File: src/rtl/b40_pkg.sv
`timescale 1ns / 1ps
package b40_pkg;

    localparam int unsigned SYMBOL_COUNT = 40;
    localparam int unsigned DIGIT_W      = 6;
    localparam int unsigned BYTE_W       = 8;
    localparam int unsigned WORD_W       = 16;
    localparam int unsigned COUNT_W      = 2;

    localparam logic [WORD_W-1:0] RADIX        = WORD_W'(SYMBOL_COUNT);
    localparam logic [WORD_W-1:0] RADIX_SQ     = WORD_W'(SYMBOL_COUNT * SYMBOL_COUNT);
    localparam logic [15:0]       DIV5_RECIP   = 16'd52429;
    localparam logic [12:0]       DIV25_RECIP  = 13'd5243;

    localparam logic [BYTE_W-1:0] CH_SPACE = 8'h20;
    localparam logic [BYTE_W-1:0] CH_QUERY = 8'h3F;
    localparam logic [BYTE_W-1:0] CH_ZERO  = 8'h30;
    localparam logic [BYTE_W-1:0] CH_NINE  = 8'h39;
    localparam logic [BYTE_W-1:0] CH_A     = 8'h41;
    localparam logic [BYTE_W-1:0] CH_Z     = 8'h5A;
    localparam logic [BYTE_W-1:0] CH_PLUS  = 8'h2B;
    localparam logic [BYTE_W-1:0] CH_MINUS = 8'h2D;

    localparam logic [DIGIT_W-1:0] IDX_SPACE = 6'd0;
    localparam logic [DIGIT_W-1:0] IDX_QUERY = 6'd1;
    localparam logic [DIGIT_W-1:0] IDX_ZERO  = 6'd2;
    localparam logic [DIGIT_W-1:0] IDX_NINE  = 6'd11;
    localparam logic [DIGIT_W-1:0] IDX_A     = 6'd12;
    localparam logic [DIGIT_W-1:0] IDX_Z     = 6'd37;
    localparam logic [DIGIT_W-1:0] IDX_PLUS  = 6'd38;
    localparam logic [DIGIT_W-1:0] IDX_MINUS = 6'd39;

    typedef enum logic {
        OP_ENCODE = 1'b0,
        OP_DECODE = 1'b1
    } t_op;

    function automatic logic [DIGIT_W-1:0] symbol_index(input logic [BYTE_W-1:0] ch);
        logic [DIGIT_W-1:0] idx;
        idx = IDX_SPACE;
        if (ch == CH_QUERY) begin
            idx = IDX_QUERY;
        end else if (ch >= CH_ZERO && ch <= CH_NINE) begin
            idx = DIGIT_W'(ch - CH_ZERO) + IDX_ZERO;
        end else if (ch >= CH_A && ch <= CH_Z) begin
            idx = DIGIT_W'(ch - CH_A) + IDX_A;
        end else if (ch == CH_PLUS) begin
            idx = IDX_PLUS;
        end else if (ch == CH_MINUS) begin
            idx = IDX_MINUS;
        end
        return idx;
    endfunction

    function automatic logic [BYTE_W-1:0] symbol_byte(input logic [DIGIT_W-1:0] d);
        logic [BYTE_W-1:0] ch;
        ch = CH_SPACE;
        if (d == IDX_QUERY) begin
            ch = CH_QUERY;
        end else if (d >= IDX_ZERO && d <= IDX_NINE) begin
            ch = BYTE_W'(d - IDX_ZERO) + CH_ZERO;
        end else if (d >= IDX_A && d <= IDX_Z) begin
            ch = BYTE_W'(d - IDX_A) + CH_A;
        end else if (d == IDX_PLUS) begin
            ch = CH_PLUS;
        end else if (d == IDX_MINUS) begin
            ch = CH_MINUS;
        end
        return ch;
    endfunction

endpackage

File: src/rtl/b40_in_if.sv
`timescale 1ns / 1ps
interface b40_in_if;
    logic        valid;
    logic        ready;
    logic        operation;
    logic [7:0]  char_first;
    logic [7:0]  char_second;
    logic [7:0]  char_third;
    logic [1:0]  char_count;
    logic [15:0] packed_in;

    modport source (
        output valid, operation, char_first, char_second, char_third, char_count, packed_in,
        input  ready
    );
    modport sink (
        input  valid, operation, char_first, char_second, char_third, char_count, packed_in,
        output ready
    );
endinterface

File: src/rtl/b40_out_if.sv
`timescale 1ns / 1ps
interface b40_out_if;
    logic        valid;
    logic        ready;
    logic [15:0] packed_out;
    logic [7:0]  out_first;
    logic [7:0]  out_second;
    logic [7:0]  out_third;

    modport source (
        output valid, packed_out, out_first, out_second, out_third,
        input  ready
    );
    modport sink (
        input  valid, packed_out, out_first, out_second, out_third,
        output ready
    );
endinterface

File: src/rtl/base40_name_pack_unpack_unit.sv
`timescale 1ns / 1ps
// A transaction passes the input register, the mapping logic, then the result register.
// Throughput: one transaction per cycle unless the output stalls the result register.
// Input ready stays high while the result register drains or is free.
// Reset: synchronous, active low; clears both valid flags, payload registers are not reset.
module base40_name_pack_unpack_unit (
    input  logic      i_clk,
    input  logic      i_rst_n,
    b40_in_if.sink    i_in,
    b40_out_if.source o_out
);
    logic                          r_in_valid;
    logic                          r_op;
    logic [b40_pkg::BYTE_W-1:0]    r_c0;
    logic [b40_pkg::BYTE_W-1:0]    r_c1;
    logic [b40_pkg::BYTE_W-1:0]    r_c2;
    logic [b40_pkg::COUNT_W-1:0]   r_count;
    logic [b40_pkg::WORD_W-1:0]    r_word;

    logic                          r_out_valid;
    logic [b40_pkg::WORD_W-1:0]    r_packed;
    logic [b40_pkg::BYTE_W-1:0]    r_b0;
    logic [b40_pkg::BYTE_W-1:0]    r_b1;
    logic [b40_pkg::BYTE_W-1:0]    r_b2;

    logic [b40_pkg::WORD_W-1:0]    n_packed;
    logic [b40_pkg::BYTE_W-1:0]    n_b0;
    logic [b40_pkg::BYTE_W-1:0]    n_b1;
    logic [b40_pkg::BYTE_W-1:0]    n_b2;

    logic [b40_pkg::WORD_W-1:0]    w_enc;
    logic [b40_pkg::BYTE_W-1:0]    w_dec0;
    logic [b40_pkg::BYTE_W-1:0]    w_dec1;
    logic [b40_pkg::BYTE_W-1:0]    w_dec2;
    logic                          w_in_take;
    logic                          w_out_load;

    b40_enc u_enc (
        .i_char_first  (r_c0),
        .i_char_second (r_c1),
        .i_char_third  (r_c2),
        .i_char_count  (r_count),
        .o_packed      (w_enc)
    );

    b40_dec u_dec (
        .i_word   (r_word),
        .o_first  (w_dec0),
        .o_second (w_dec1),
        .o_third  (w_dec2)
    );

    assign w_out_load = r_in_valid && (!r_out_valid || o_out.ready);
    assign i_in.ready = !r_in_valid || w_out_load;
    assign w_in_take  = i_in.valid && i_in.ready;

    always_comb begin
        if (r_op == b40_pkg::OP_DECODE) begin
            n_packed = '0;
            n_b0     = w_dec0;
            n_b1     = w_dec1;
            n_b2     = w_dec2;
        end else begin
            n_packed = w_enc;
            n_b0     = '0;
            n_b1     = '0;
            n_b2     = '0;
        end
    end

    always_ff @(posedge i_clk) begin
        if (!i_rst_n) begin
            r_in_valid  <= 1'b0;
            r_out_valid <= 1'b0;
        end else begin
            if (w_in_take) begin
                r_in_valid <= 1'b1;
            end else if (w_out_load) begin
                r_in_valid <= 1'b0;
            end
            if (w_out_load) begin
                r_out_valid <= 1'b1;
            end else if (o_out.ready) begin
                r_out_valid <= 1'b0;
            end
        end
    end

    always_ff @(posedge i_clk) begin
        if (w_in_take) begin
            r_op    <= i_in.operation;
            r_c0    <= i_in.char_first;
            r_c1    <= i_in.char_second;
            r_c2    <= i_in.char_third;
            r_count <= i_in.char_count;
            r_word  <= i_in.packed_in;
        end
        if (w_out_load) begin
            r_packed <= n_packed;
            r_b0     <= n_b0;
            r_b1     <= n_b1;
            r_b2     <= n_b2;
        end
    end

    assign o_out.valid      = r_out_valid;
    assign o_out.packed_out = r_packed;
    assign o_out.out_first  = r_b0;
    assign o_out.out_second = r_b1;
    assign o_out.out_third  = r_b2;

`ifndef SYNTHESIS
    a_take_fills_stage: assert property (@(posedge i_clk) disable iff (!i_rst_n)
        w_in_take |=> r_in_valid)
        else $error("input transaction did not fill the input register");

    a_packed_range: assert property (@(posedge i_clk) disable iff (!i_rst_n)
        r_out_valid |-> (r_packed < 16'd64000))
        else $error("packed result out of base-40 range");

    a_encode_no_bytes: assert property (@(posedge i_clk) disable iff (!i_rst_n)
        (r_out_valid && r_packed != '0) |-> (r_b0 == '0 && r_b1 == '0 && r_b2 == '0))
        else $error("encode result carries decoded bytes");

    a_decode_bytes_set: assert property (@(posedge i_clk) disable iff (!i_rst_n)
        (r_out_valid && r_b0 != '0) |-> (r_b1 != '0 && r_b2 != '0 && r_packed == '0))
        else $error("decode result incomplete");
`endif
endmodule

File: src/rtl/b40_enc.sv
`timescale 1ns / 1ps
module b40_enc (
    input  logic [b40_pkg::BYTE_W-1:0]  i_char_first,
    input  logic [b40_pkg::BYTE_W-1:0]  i_char_second,
    input  logic [b40_pkg::BYTE_W-1:0]  i_char_third,
    input  logic [b40_pkg::COUNT_W-1:0] i_char_count,
    output logic [b40_pkg::WORD_W-1:0]  o_packed
);
    logic [b40_pkg::DIGIT_W-1:0] w_idx0;
    logic [b40_pkg::DIGIT_W-1:0] w_idx1;
    logic [b40_pkg::DIGIT_W-1:0] w_idx2;
    logic [b40_pkg::WORD_W-1:0]  w_one;
    logic [b40_pkg::WORD_W-1:0]  w_two;
    logic [b40_pkg::WORD_W-1:0]  w_three;

    assign w_idx0 = b40_pkg::symbol_index(i_char_first);
    assign w_idx1 = b40_pkg::symbol_index(i_char_second);
    assign w_idx2 = b40_pkg::symbol_index(i_char_third);

    assign w_one   = b40_pkg::WORD_W'(w_idx0);
    assign w_two   = b40_pkg::WORD_W'(w_idx0) * b40_pkg::RADIX + b40_pkg::WORD_W'(w_idx1);
    assign w_three = b40_pkg::WORD_W'(w_idx0) * b40_pkg::RADIX_SQ
                   + b40_pkg::WORD_W'(w_idx1) * b40_pkg::RADIX
                   + b40_pkg::WORD_W'(w_idx2);

    always_comb begin
        case (i_char_count)
            2'd0:    o_packed = '0;
            2'd1:    o_packed = w_one;
            2'd2:    o_packed = w_two;
            2'd3:    o_packed = w_three;
            default: o_packed = '0;
        endcase
    end
endmodule

File: src/rtl/b40_dec.sv
`timescale 1ns / 1ps
module b40_dec (
    input  logic [b40_pkg::WORD_W-1:0] i_word,
    output logic [b40_pkg::BYTE_W-1:0] o_first,
    output logic [b40_pkg::BYTE_W-1:0] o_second,
    output logic [b40_pkg::BYTE_W-1:0] o_third
);
    logic [12:0] w_eighth;
    logic [28:0] w_q_prod;
    logic [10:0] w_q;
    logic [9:0]  w_sixtyfourth;
    logic [22:0] w_t_prod;
    logic [5:0]  w_t;
    logic [b40_pkg::WORD_W-1:0] w_rem2;
    logic [10:0] w_rem1;
    logic [b40_pkg::DIGIT_W-1:0] w_d0;
    logic [b40_pkg::DIGIT_W-1:0] w_d1;
    logic [b40_pkg::DIGIT_W-1:0] w_d2;

    // word / 40 and word / 1600 by reciprocal multiply
    assign w_eighth      = i_word[15:3];
    assign w_q_prod      = 29'(w_eighth) * 29'(b40_pkg::DIV5_RECIP);
    assign w_q           = w_q_prod[28:18];
    assign w_sixtyfourth = i_word[15:6];
    assign w_t_prod      = 23'(w_sixtyfourth) * 23'(b40_pkg::DIV25_RECIP);
    assign w_t           = w_t_prod[22:17];

    assign w_rem2 = i_word - b40_pkg::WORD_W'(w_q) * b40_pkg::RADIX;
    assign w_rem1 = w_q - 11'(w_t) * 11'(b40_pkg::SYMBOL_COUNT);

    assign w_d2 = w_rem2[b40_pkg::DIGIT_W-1:0];
    assign w_d1 = w_rem1[b40_pkg::DIGIT_W-1:0];
    assign w_d0 = (w_t == b40_pkg::DIGIT_W'(b40_pkg::SYMBOL_COUNT)) ? '0 : w_t;

    assign o_first  = b40_pkg::symbol_byte(w_d0);
    assign o_second = b40_pkg::symbol_byte(w_d1);
    assign o_third  = b40_pkg::symbol_byte(w_d2);
endmodule
File: src/flat_wrapper.sv
// flat-port wrapper written by rule: the top's interface ports become plain ports
module base40_name_pack_unpack_unit_flat 
  (i_clk, i_rst_n, i_in_valid, i_in_operation, i_in_char_first, i_in_char_second, i_in_char_third, i_in_char_count, i_in_packed_in, i_in_ready, o_out_valid, o_out_packed_out, o_out_out_first, o_out_out_second, o_out_out_third, o_out_ready);
  b40_in_if i_in_i ();
  b40_out_if o_out_i ();
  input  logic i_clk;
  input  logic i_rst_n;
  input wire logic [$bits(i_in_i.valid)-1:0] i_in_valid;
  input wire logic [$bits(i_in_i.operation)-1:0] i_in_operation;
  input wire logic [$bits(i_in_i.char_first)-1:0] i_in_char_first;
  input wire logic [$bits(i_in_i.char_second)-1:0] i_in_char_second;
  input wire logic [$bits(i_in_i.char_third)-1:0] i_in_char_third;
  input wire logic [$bits(i_in_i.char_count)-1:0] i_in_char_count;
  input wire logic [$bits(i_in_i.packed_in)-1:0] i_in_packed_in;
  output wire logic [$bits(i_in_i.ready)-1:0] i_in_ready;
  output wire logic [$bits(o_out_i.valid)-1:0] o_out_valid;
  output wire logic [$bits(o_out_i.packed_out)-1:0] o_out_packed_out;
  output wire logic [$bits(o_out_i.out_first)-1:0] o_out_out_first;
  output wire logic [$bits(o_out_i.out_second)-1:0] o_out_out_second;
  output wire logic [$bits(o_out_i.out_third)-1:0] o_out_out_third;
  input wire logic [$bits(o_out_i.ready)-1:0] o_out_ready;
  assign i_in_i.valid = i_in_valid;
  assign i_in_i.operation = i_in_operation;
  assign i_in_i.char_first = i_in_char_first;
  assign i_in_i.char_second = i_in_char_second;
  assign i_in_i.char_third = i_in_char_third;
  assign i_in_i.char_count = i_in_char_count;
  assign i_in_i.packed_in = i_in_packed_in;
  assign i_in_ready = i_in_i.ready;
  assign o_out_valid = o_out_i.valid;
  assign o_out_packed_out = o_out_i.packed_out;
  assign o_out_out_first = o_out_i.out_first;
  assign o_out_out_second = o_out_i.out_second;
  assign o_out_out_third = o_out_i.out_third;
  assign o_out_i.ready = o_out_ready;
  base40_name_pack_unpack_unit u_core (.i_clk(i_clk), .i_rst_n(i_rst_n), .i_in(i_in_i), .o_out(o_out_i));
endmodule
File: config.mk
export PLATFORM = sky130hd
export DESIGN_NAME = base40_name_pack_unpack_unit_flat
export DESIGN_NICKNAME = d
export VERILOG_FILES = /design/src/rtl/b40_pkg.sv /design/src/rtl/b40_in_if.sv /design/src/rtl/b40_out_if.sv /design/src/rtl/base40_name_pack_unpack_unit.sv /design/src/rtl/b40_enc.sv /design/src/rtl/b40_dec.sv /design/src/flat_wrapper.sv
export SDC_FILE = /design/constraint.sdc
export NUM_CORES = 1
export LEC_CHECK = 0
export BUFFER_PORTS_ARGS = -buffer_cell sky130_fd_sc_hd__buf_2
export CAP_MARGIN = 30
export CELL_PAD_IN_SITES_DETAIL_PLACEMENT = 1
export CELL_PAD_IN_SITES_GLOBAL_PLACEMENT = 2
export CORE_ASPECT_RATIO = 0.5
export CORE_UTILIZATION = 44
export CTS_BUF_LIST = sky130_fd_sc_hd__clkbuf_8
export DETAILED_ROUTE_END_ITERATION = 12
export GPL_TIMING_DRIVEN = 0
export PLACE_DENSITY = 0.95
export SYNTH_ARGS = -nofsm -noshare
export SYNTH_HDL_FRONTEND = slang
export SYNTH_HIERARCHICAL = 1
export SYNTH_SLANG_ARGS = --single-unit
File: constraint.sdc
create_clock -name i_clk -period 13.65 [get_ports i_clk]
set_input_delay 2.0475 -clock i_clk [delete_from_list [all_inputs] [get_ports i_clk]]
set_output_delay 2.0475 -clock i_clk [all_outputs]
set_load 0.01 [all_outputs]
==> impl_metrics.json, run 1 <==
{
  "status": "finished, final reports clean",
  "fin_setup_tns_ns": 0,
  "yosysTopAreaCell": "ha_1",
  "synth_fp_nets": 1695,
  "cp_max_fo": 10,
  "die_h_um": 121,
  "worst_pin_slew_ns": 0.852,
  "synth_most_common_cell": "ha_1",
  "finish.instance_area_mm2": 0.0136,
  "place_hpwl_um": 28200,
  "wl_um": 33500,
  "placed_area_mm2": 0.0134,
  "syn_avg_cell_area_um2": 9.40,
  "port_buffers": 88,
  "maxCapViolations": 0,
  "synthTopCellsByArea": "ha_1 (24%), edfxtp_1 (20%), fa_1 (14%)",
  "ys_ff_latch": 85,
  "syn_area_mm2": 0.0124,
  "report.final.slew_viol_count": 0,
  "synthFlopType": "edfxtp_1",
  "worstPathArrival_ns": 8.80,
  "row_count": 43,
  "grt_pass1_vias": 10837,
  "slowest_delay_ns": 0.70,
  "root_buffer": "clkbuf_8",
  "io_pins": 89,
  "setup_viol": 0,
  "fin_crit_ns": 8.66,
  "cts_tree": "done",
  "final_nets": 1796,
  "clk_pin_slew_worst_paths_ns": 0.09,
  "worst_setup_path_start_kind": "flop",
  "path_buf_inv": 4,
  "drtIter0Drc": 437,
  "place_ws_ns": 5.00,
  "skew_ns": 0.0127,
  "grtUsageTotal_pct": 23.9,
  "fin_ws_ns": 4.99,
  "grt_pass1_wl_um": 54900,
  "antenna_found_initial": 0,
  "min_path_type": "flop to flop",
  "clock-sinks": 85,
  "fp.dieArea_mm2": 0.0290,
  "cp.required_ns": 13.79,
  "async_reset_ff_share_pct": 0,
  "synthCells": 1324,
  "clock.fmax_mhz": 116,
  "vias": 9950,
  "clock_path_buffers": 2,
  "cts_resized": 0,
  "worstSetupPathType": "flop to flop",
  "whs_ns": 0.555,
  "finalCritPeriodShare_pct": 63.4,
  "start_util_pct": 44.8,
  "drc": 0,
  "drtPass1Iterations": 7,
  "rsz0062_at_grt": "no",
  "syn_to_final_growth_pct": 9.50,
  "synth_common_cells": "ha_1 (240), inv_1 (215), fa_1 (84)",
  "hold_viol_final": 0,
  "routed_via_density": 5.49,
  "postCtsSetupBuffers": 0,
  "gr-total-overflow": 0,
  "synth_top_area_share_pct": 24.1,
  "design.core.area_mm2": 0.0278,
  "cts_hold_buffers": 0,
  "grt_max_degree": 34,
  "yosysSeqAreaShare_pct": 20.3,
  "yosysWarnings": 6,
  "slew_headroom_pct": 43.1,
  "htree_levels": 3,
  "synth-edff-count": 83,
  "clock_latency_ns": 0.38,
  "slowest_stage": "a2111oi_4",
  "critPathTopFamily": "adder cells",
  "die_x_um": 240,
  "avgRoutedWirePerCell_um": 18.5,
  "drive_above_1_share_pct": 11.3,
  "routabilityCongestion": 0.865,
  "n_antenna_cell": 0,
  "endpoint_kind": "flop",
  "ant_nets": 0,
  "cts_made_buffers": 9,
  "yosysUniqueCellTypes": 85
}
==> sequential cells by signal, summed over array words and instances, names as in the netlist <==
signal / count
u_core/o_out.out_first: 8
u_core/r_word: 16
u_core/o_out.out_third: 8
u_core/o_out.packed_out: 16
u_core/r_op: 1
u_core/r_c2: 8
u_core/r_count: 2
u_core/r_c0: 8
u_core/o_out.valid: 1
u_core/o_out.out_second: 8
u_core/r_c1: 8
u_core/r_in_valid: 1
==> per-stage QoR <==
step | instances | utilization [%]
global route | 1812 | 49.1
finish | 1812 | 49.1
global placement | 1794 | 48.1
floorplan | 1324 | -
CTS | 1812 | 49.1
detailed placement | 1796 | 48.4
==> worst reg2reg max path, delay by kind of cell (launching register included) <==
kind | cells | cell delay (ns)
buf+inv | 4 | 0.34
compound gates | 6 | 2.00
xor+xnor | 6 | 1.26
fa+ha+maj | 8 | 3.52
flops | 1 | 0.61
simple gates | 6 | 0.69
==> final cells by class <==
cell class                      instances  area, um2
Fill cell                            3294      14100
Multi-Input combinational cell        998       9000
Sequential cell                        85       2530
Inverter                              216        811
Timing Repair Buffer                   90        488
Tap cell                              382        478
Clock buffer                            9        124
Buffer                                 25        124
Clock inverter                          7       73.8
==> logic make-up (layout without fill, tap and decap cells) <==
logic type	after synthesis	count (layout)	synth area share (%)
flops	85	85	20.3
simple gates	314	314	13.3
mux	12	12	1.01
buf+inv	241	347	7.51
fa+ha+maj	324	324	37.6
compound gates	281	281	15.1
xor+xnor	67	67	5.01
==> worst paths after layout <==
kind,cells after the start,slack [ns],endpoint,start
hold / removal,2,0.55,u_core/r_in_valid$_SDFFE_PN0P_,u_core/o_out.valid$_SDFFE_PN0P_
hold reg to reg,2,0.55,u_core/r_in_valid$_SDFFE_PN0P_,u_core/o_out.valid$_SDFFE_PN0P_
setup / recovery,30,4.99,u_core/o_out.out_second[4]$_SDFFCE_PN0P_,u_core/r_word[8]$_DFFE_PP_
setup reg to reg,30,4.99,u_core/o_out.out_second[4]$_SDFFCE_PN0P_,u_core/r_word[8]$_DFFE_PP_
==> cells in the final DEF, fill, tap and decap left out, drive strengths merged, types with 12 or more instances in the layout <==
master / netlist / layout
nor2b: 29 / 29
nor3: 20 / 20
clkbuf: 10 / 19
nand3: 26 / 26
a211oi: 19 / 19
ha: 240 / 240
a21o: 12 / 12
o211ai: 13 / 13
and2: 32 / 32
xor2: 25 / 25
nand2b: 12 / 12
nand2: 80 / 80
o21ai: 69 / 69
nand4: 16 / 16
buf: 15 / 105
nor2: 55 / 55
inv: 216 / 217
edfxtp: 83 / 83
xnor2: 40 / 40
fa: 84 / 84
a21oi: 75 / 75
==> metal layers <==
layer  global-route usage, %  share of wire [%]  wire (um)
met2                    44.0                 51      17200
met5                       0                  0          0
met3                    2.96                3.0        998
met4                    7.44                2.3        760
met1                    29.1                 44      14600
Power of run 1 is not shown: default switching activity piles up to over one toggle a cycle in this logic, so the estimate is an artifact.
==> run 2, diff against run 1 <==
- CORE_UTILIZATION: 44 -> 41
- clock period: 13.65 -> 8.5 ns (I/O delays scaled with it)
==> run 2 against run 1 <==
  * Clock-buffer cell count unchanged
  * Final area up 2.1%
  * Clock skew about the same
  * Flip-flop and latch count unchanged
  * First-iteration DRC count up 35%
  * Register-to-register slack worse by 4.6 ns
  * Setup slack worse by 4.6 ns
  * Critical path depth down 2
  * Non-clock buffer count up 34
  * Fmax up 7.1%
  * Via count up 1.3%
  * Worst hold slack worse by 0.0033 ns
  * Critical endpoint unchanged
  * Largest cell class unchanged
==> impl_metrics.json, run 2 (synthesis results as in run 1) <==
{
  "status": "finished, final reports clean",
  "cts_made_buffers": 9,
  "drc": 0,
  "worst_pin_slew_ns": 0.783,
  "clock.fmax_mhz": 124,
  "avgRoutedWirePerCell_um": 18.2,
  "start_util_pct": 42.3,
  "hold_start": "u_core/o_out.valid$_SDFFE_PN0P_",
  "r2r-start": "u_core/r_word[15]$_DFFE_PP_",
  "ant_nets": 0,
  "final_nets": 1830,
  "worst_setup_path_start_kind": "flop",
  "worstSetupPathType": "flop to flop",
  "vias": 10082,
  "rr_worst_depth": 28,
  "slowest_delay_ns": 0.68,
  "place_hpwl_um": 27900,
  "reg2reg_slack_ns": 0.42,
  "final_common_cell": "ha_1",
  "design.core.area_mm2": 0.0294,
  "wl_um": 33700,
  "grtUsageTotal_pct": 22.1,
  "fin_crit_ns": 8.08,
  "slew_headroom_pct": 47.2,
  "skew_ns": 0.0129,
  "fillers": 3439,
  "rsz0062_at_grt": "yes",
  "finalCritPeriodShare_pct": 95.1,
  "grt_pass1_vias": 11058,
  "drtPass1Iterations": 5,
  "die_h_um": 125,
  "setup_viol": 0,
  "holdPathEnd": "u_core/r_in_valid$_SDFFE_PN0P_",
  "cp_common_cell": "xnor2_1",
  "finalNonFillerCells": 1855,
  "die_x_um": 248,
  "cts_tree": "done",
  "placed_area_mm2": 0.0134,
  "syn_to_final_growth_pct": 11.8,
  "clock_latency_ns": 0.39,
  "post-place-cells": 1805,
  "routabilityCongestion": 0.921,
  "cp_max_fo": 7,
  "report.final.slew_viol_count": 0,
  "port_buffers": 88,
  "grt_pass1_wl_um": 55400,
  "layout_common_cells": "ha_1 (240), inv_1 (215), buf_2 (101), edfxtp_1 (83), fa_1 (83)",
  "clk_pin_slew_worst_paths_ns": 0.10,
  "antenna_found_initial": 0,
  "seq_area_mm2": 0.00253,
  "hold_viol_final": 0,
  "worstReg2RegEnd": "u_core/o_out.out_second[4]$_SDFFCE_PN0P_",
  "clock_path_buffers": 2,
  "routed_via_density": 5.44,
  "fin_setup_tns_ns": 0,
  "n_antenna_cell": 0,
  "fp.dieArea_mm2": 0.0311,
  "cp.required_ns": 8.65,
  "drive_above_1_share_pct": 13.8,
  "finish.instance_area_mm2": 0.0139,
  "clock-sinks": 85,
  "slowest_stage": "fa_2",
  "io_pins": 89,
  "maxCapViolations": 0,
  "hold_depth": 2,
  "root_buffer": "clkbuf_8",
  "grt_max_degree": 29,
  "endpoint_kind": "flop",
  "min_path_type": "flop to flop",
  "gr-total-overflow": 0,
  "worstPathArrival_ns": 8.23,
  "htree_levels": 3,
  "row_count": 44,
  "drtIter0Drc": 589,
  "multi_input_area_mm2": 0.00904
}
[run 2: cell types whose count changed in the layout (fill, tap and decap cells not counted), sizes merged]
cell,previous run,this run
buf,105,139
clkinv,4,0
inv,217,221
bufinv,1,0
clkinvlp,1,2
[run 2: stage by stage]
| stage | worst slack (ns) | hold WS, ns | utilization (%) |
|---|---|---|---|
| global placement | 0.116 | 0.490 | 45.5 |
| detailed placement | -0.0664 | 0.536 | 45.7 |
| CTS | 0.00816 | 0.552 | 46.4 |
| floorplan | 1.13 | 0.477 | - |
| global route | -0.0403 | 0.573 | 47.3 |
| finish | 0.415 | 0.552 | 47.3 |
[run 2: how the worst max path moves through the flow]
stage / start / end / slack (ns) / depth (start not counted)
after floorplan: u_core/r_word[14]$_DFFE_PP_ / u_core/o_out.out_second[4]$_SDFFCE_PN0P_ / 1.13 / 27
after global placement: u_core/r_word[14]$_DFFE_PP_ / u_core/o_out.out_second[4]$_SDFFCE_PN0P_ / 0.12 / 27
after detailed placement: u_core/r_word[14]$_DFFE_PP_ / u_core/o_out.out_second[4]$_SDFFCE_PN0P_ / -0.07 / 27
after CTS: u_core/r_word[14]$_DFFE_PP_ / u_core/o_out.out_second[5]$_SDFFCE_PN0P_ / 0.008 / 28
after global routing: u_core/r_word[12]$_DFFE_PP_ / u_core/o_out.out_second[4]$_SDFFCE_PN0P_ / -0.04 / 32
final: u_core/r_word[15]$_DFFE_PP_ / u_core/o_out.out_second[4]$_SDFFCE_PN0P_ / 0.42 / 28
[run 2: critical path: cells and delay by family, from the launching register on]
family | cells | cell delay (ns)
buffers and inverters | 3 | 0.42
XOR/XNOR | 6 | 1.18
AND/OR/NAND/NOR | 5 | 0.76
adder cells (fa/ha/maj) | 8 | 3.62
flip-flops | 1 | 0.56
AO/OA/AOI/OAI | 6 | 1.28
[run 2: timing repair]
item	in CTS	in global routing
hold endpoints to repair	0	0
setup endpoints to repair	5	18
setup buffers	2	32
hold buffers	0	0
resized for setup	0	9
pin swaps	1	3
[run 2: layout make-up]
class / count / share of cell area (%)
plain buffers: 25 / 0.890
repair buffers: 124 / 5.29
multi-input cells: 998 / 65.0
inverters: 216 / 5.82
clock inverters: 7 / 0.440
flip-flops and latches: 85 / 18.2
well taps: 391 / 3.51
clock buffers: 9 / 0.890
[run 2: routing by layer]
metal	track usage (%)	vias up	share of wire, %	wire length (um)
met4	7.31	0	2.7	907
met5	0	-	0	0
met1	26.5	5009	44	14700
met2	41.3	140	52	17500
met3	2.23	57	1.8	623
li1	-	4876	-	-
Power of run 2 is left out for the same reason.
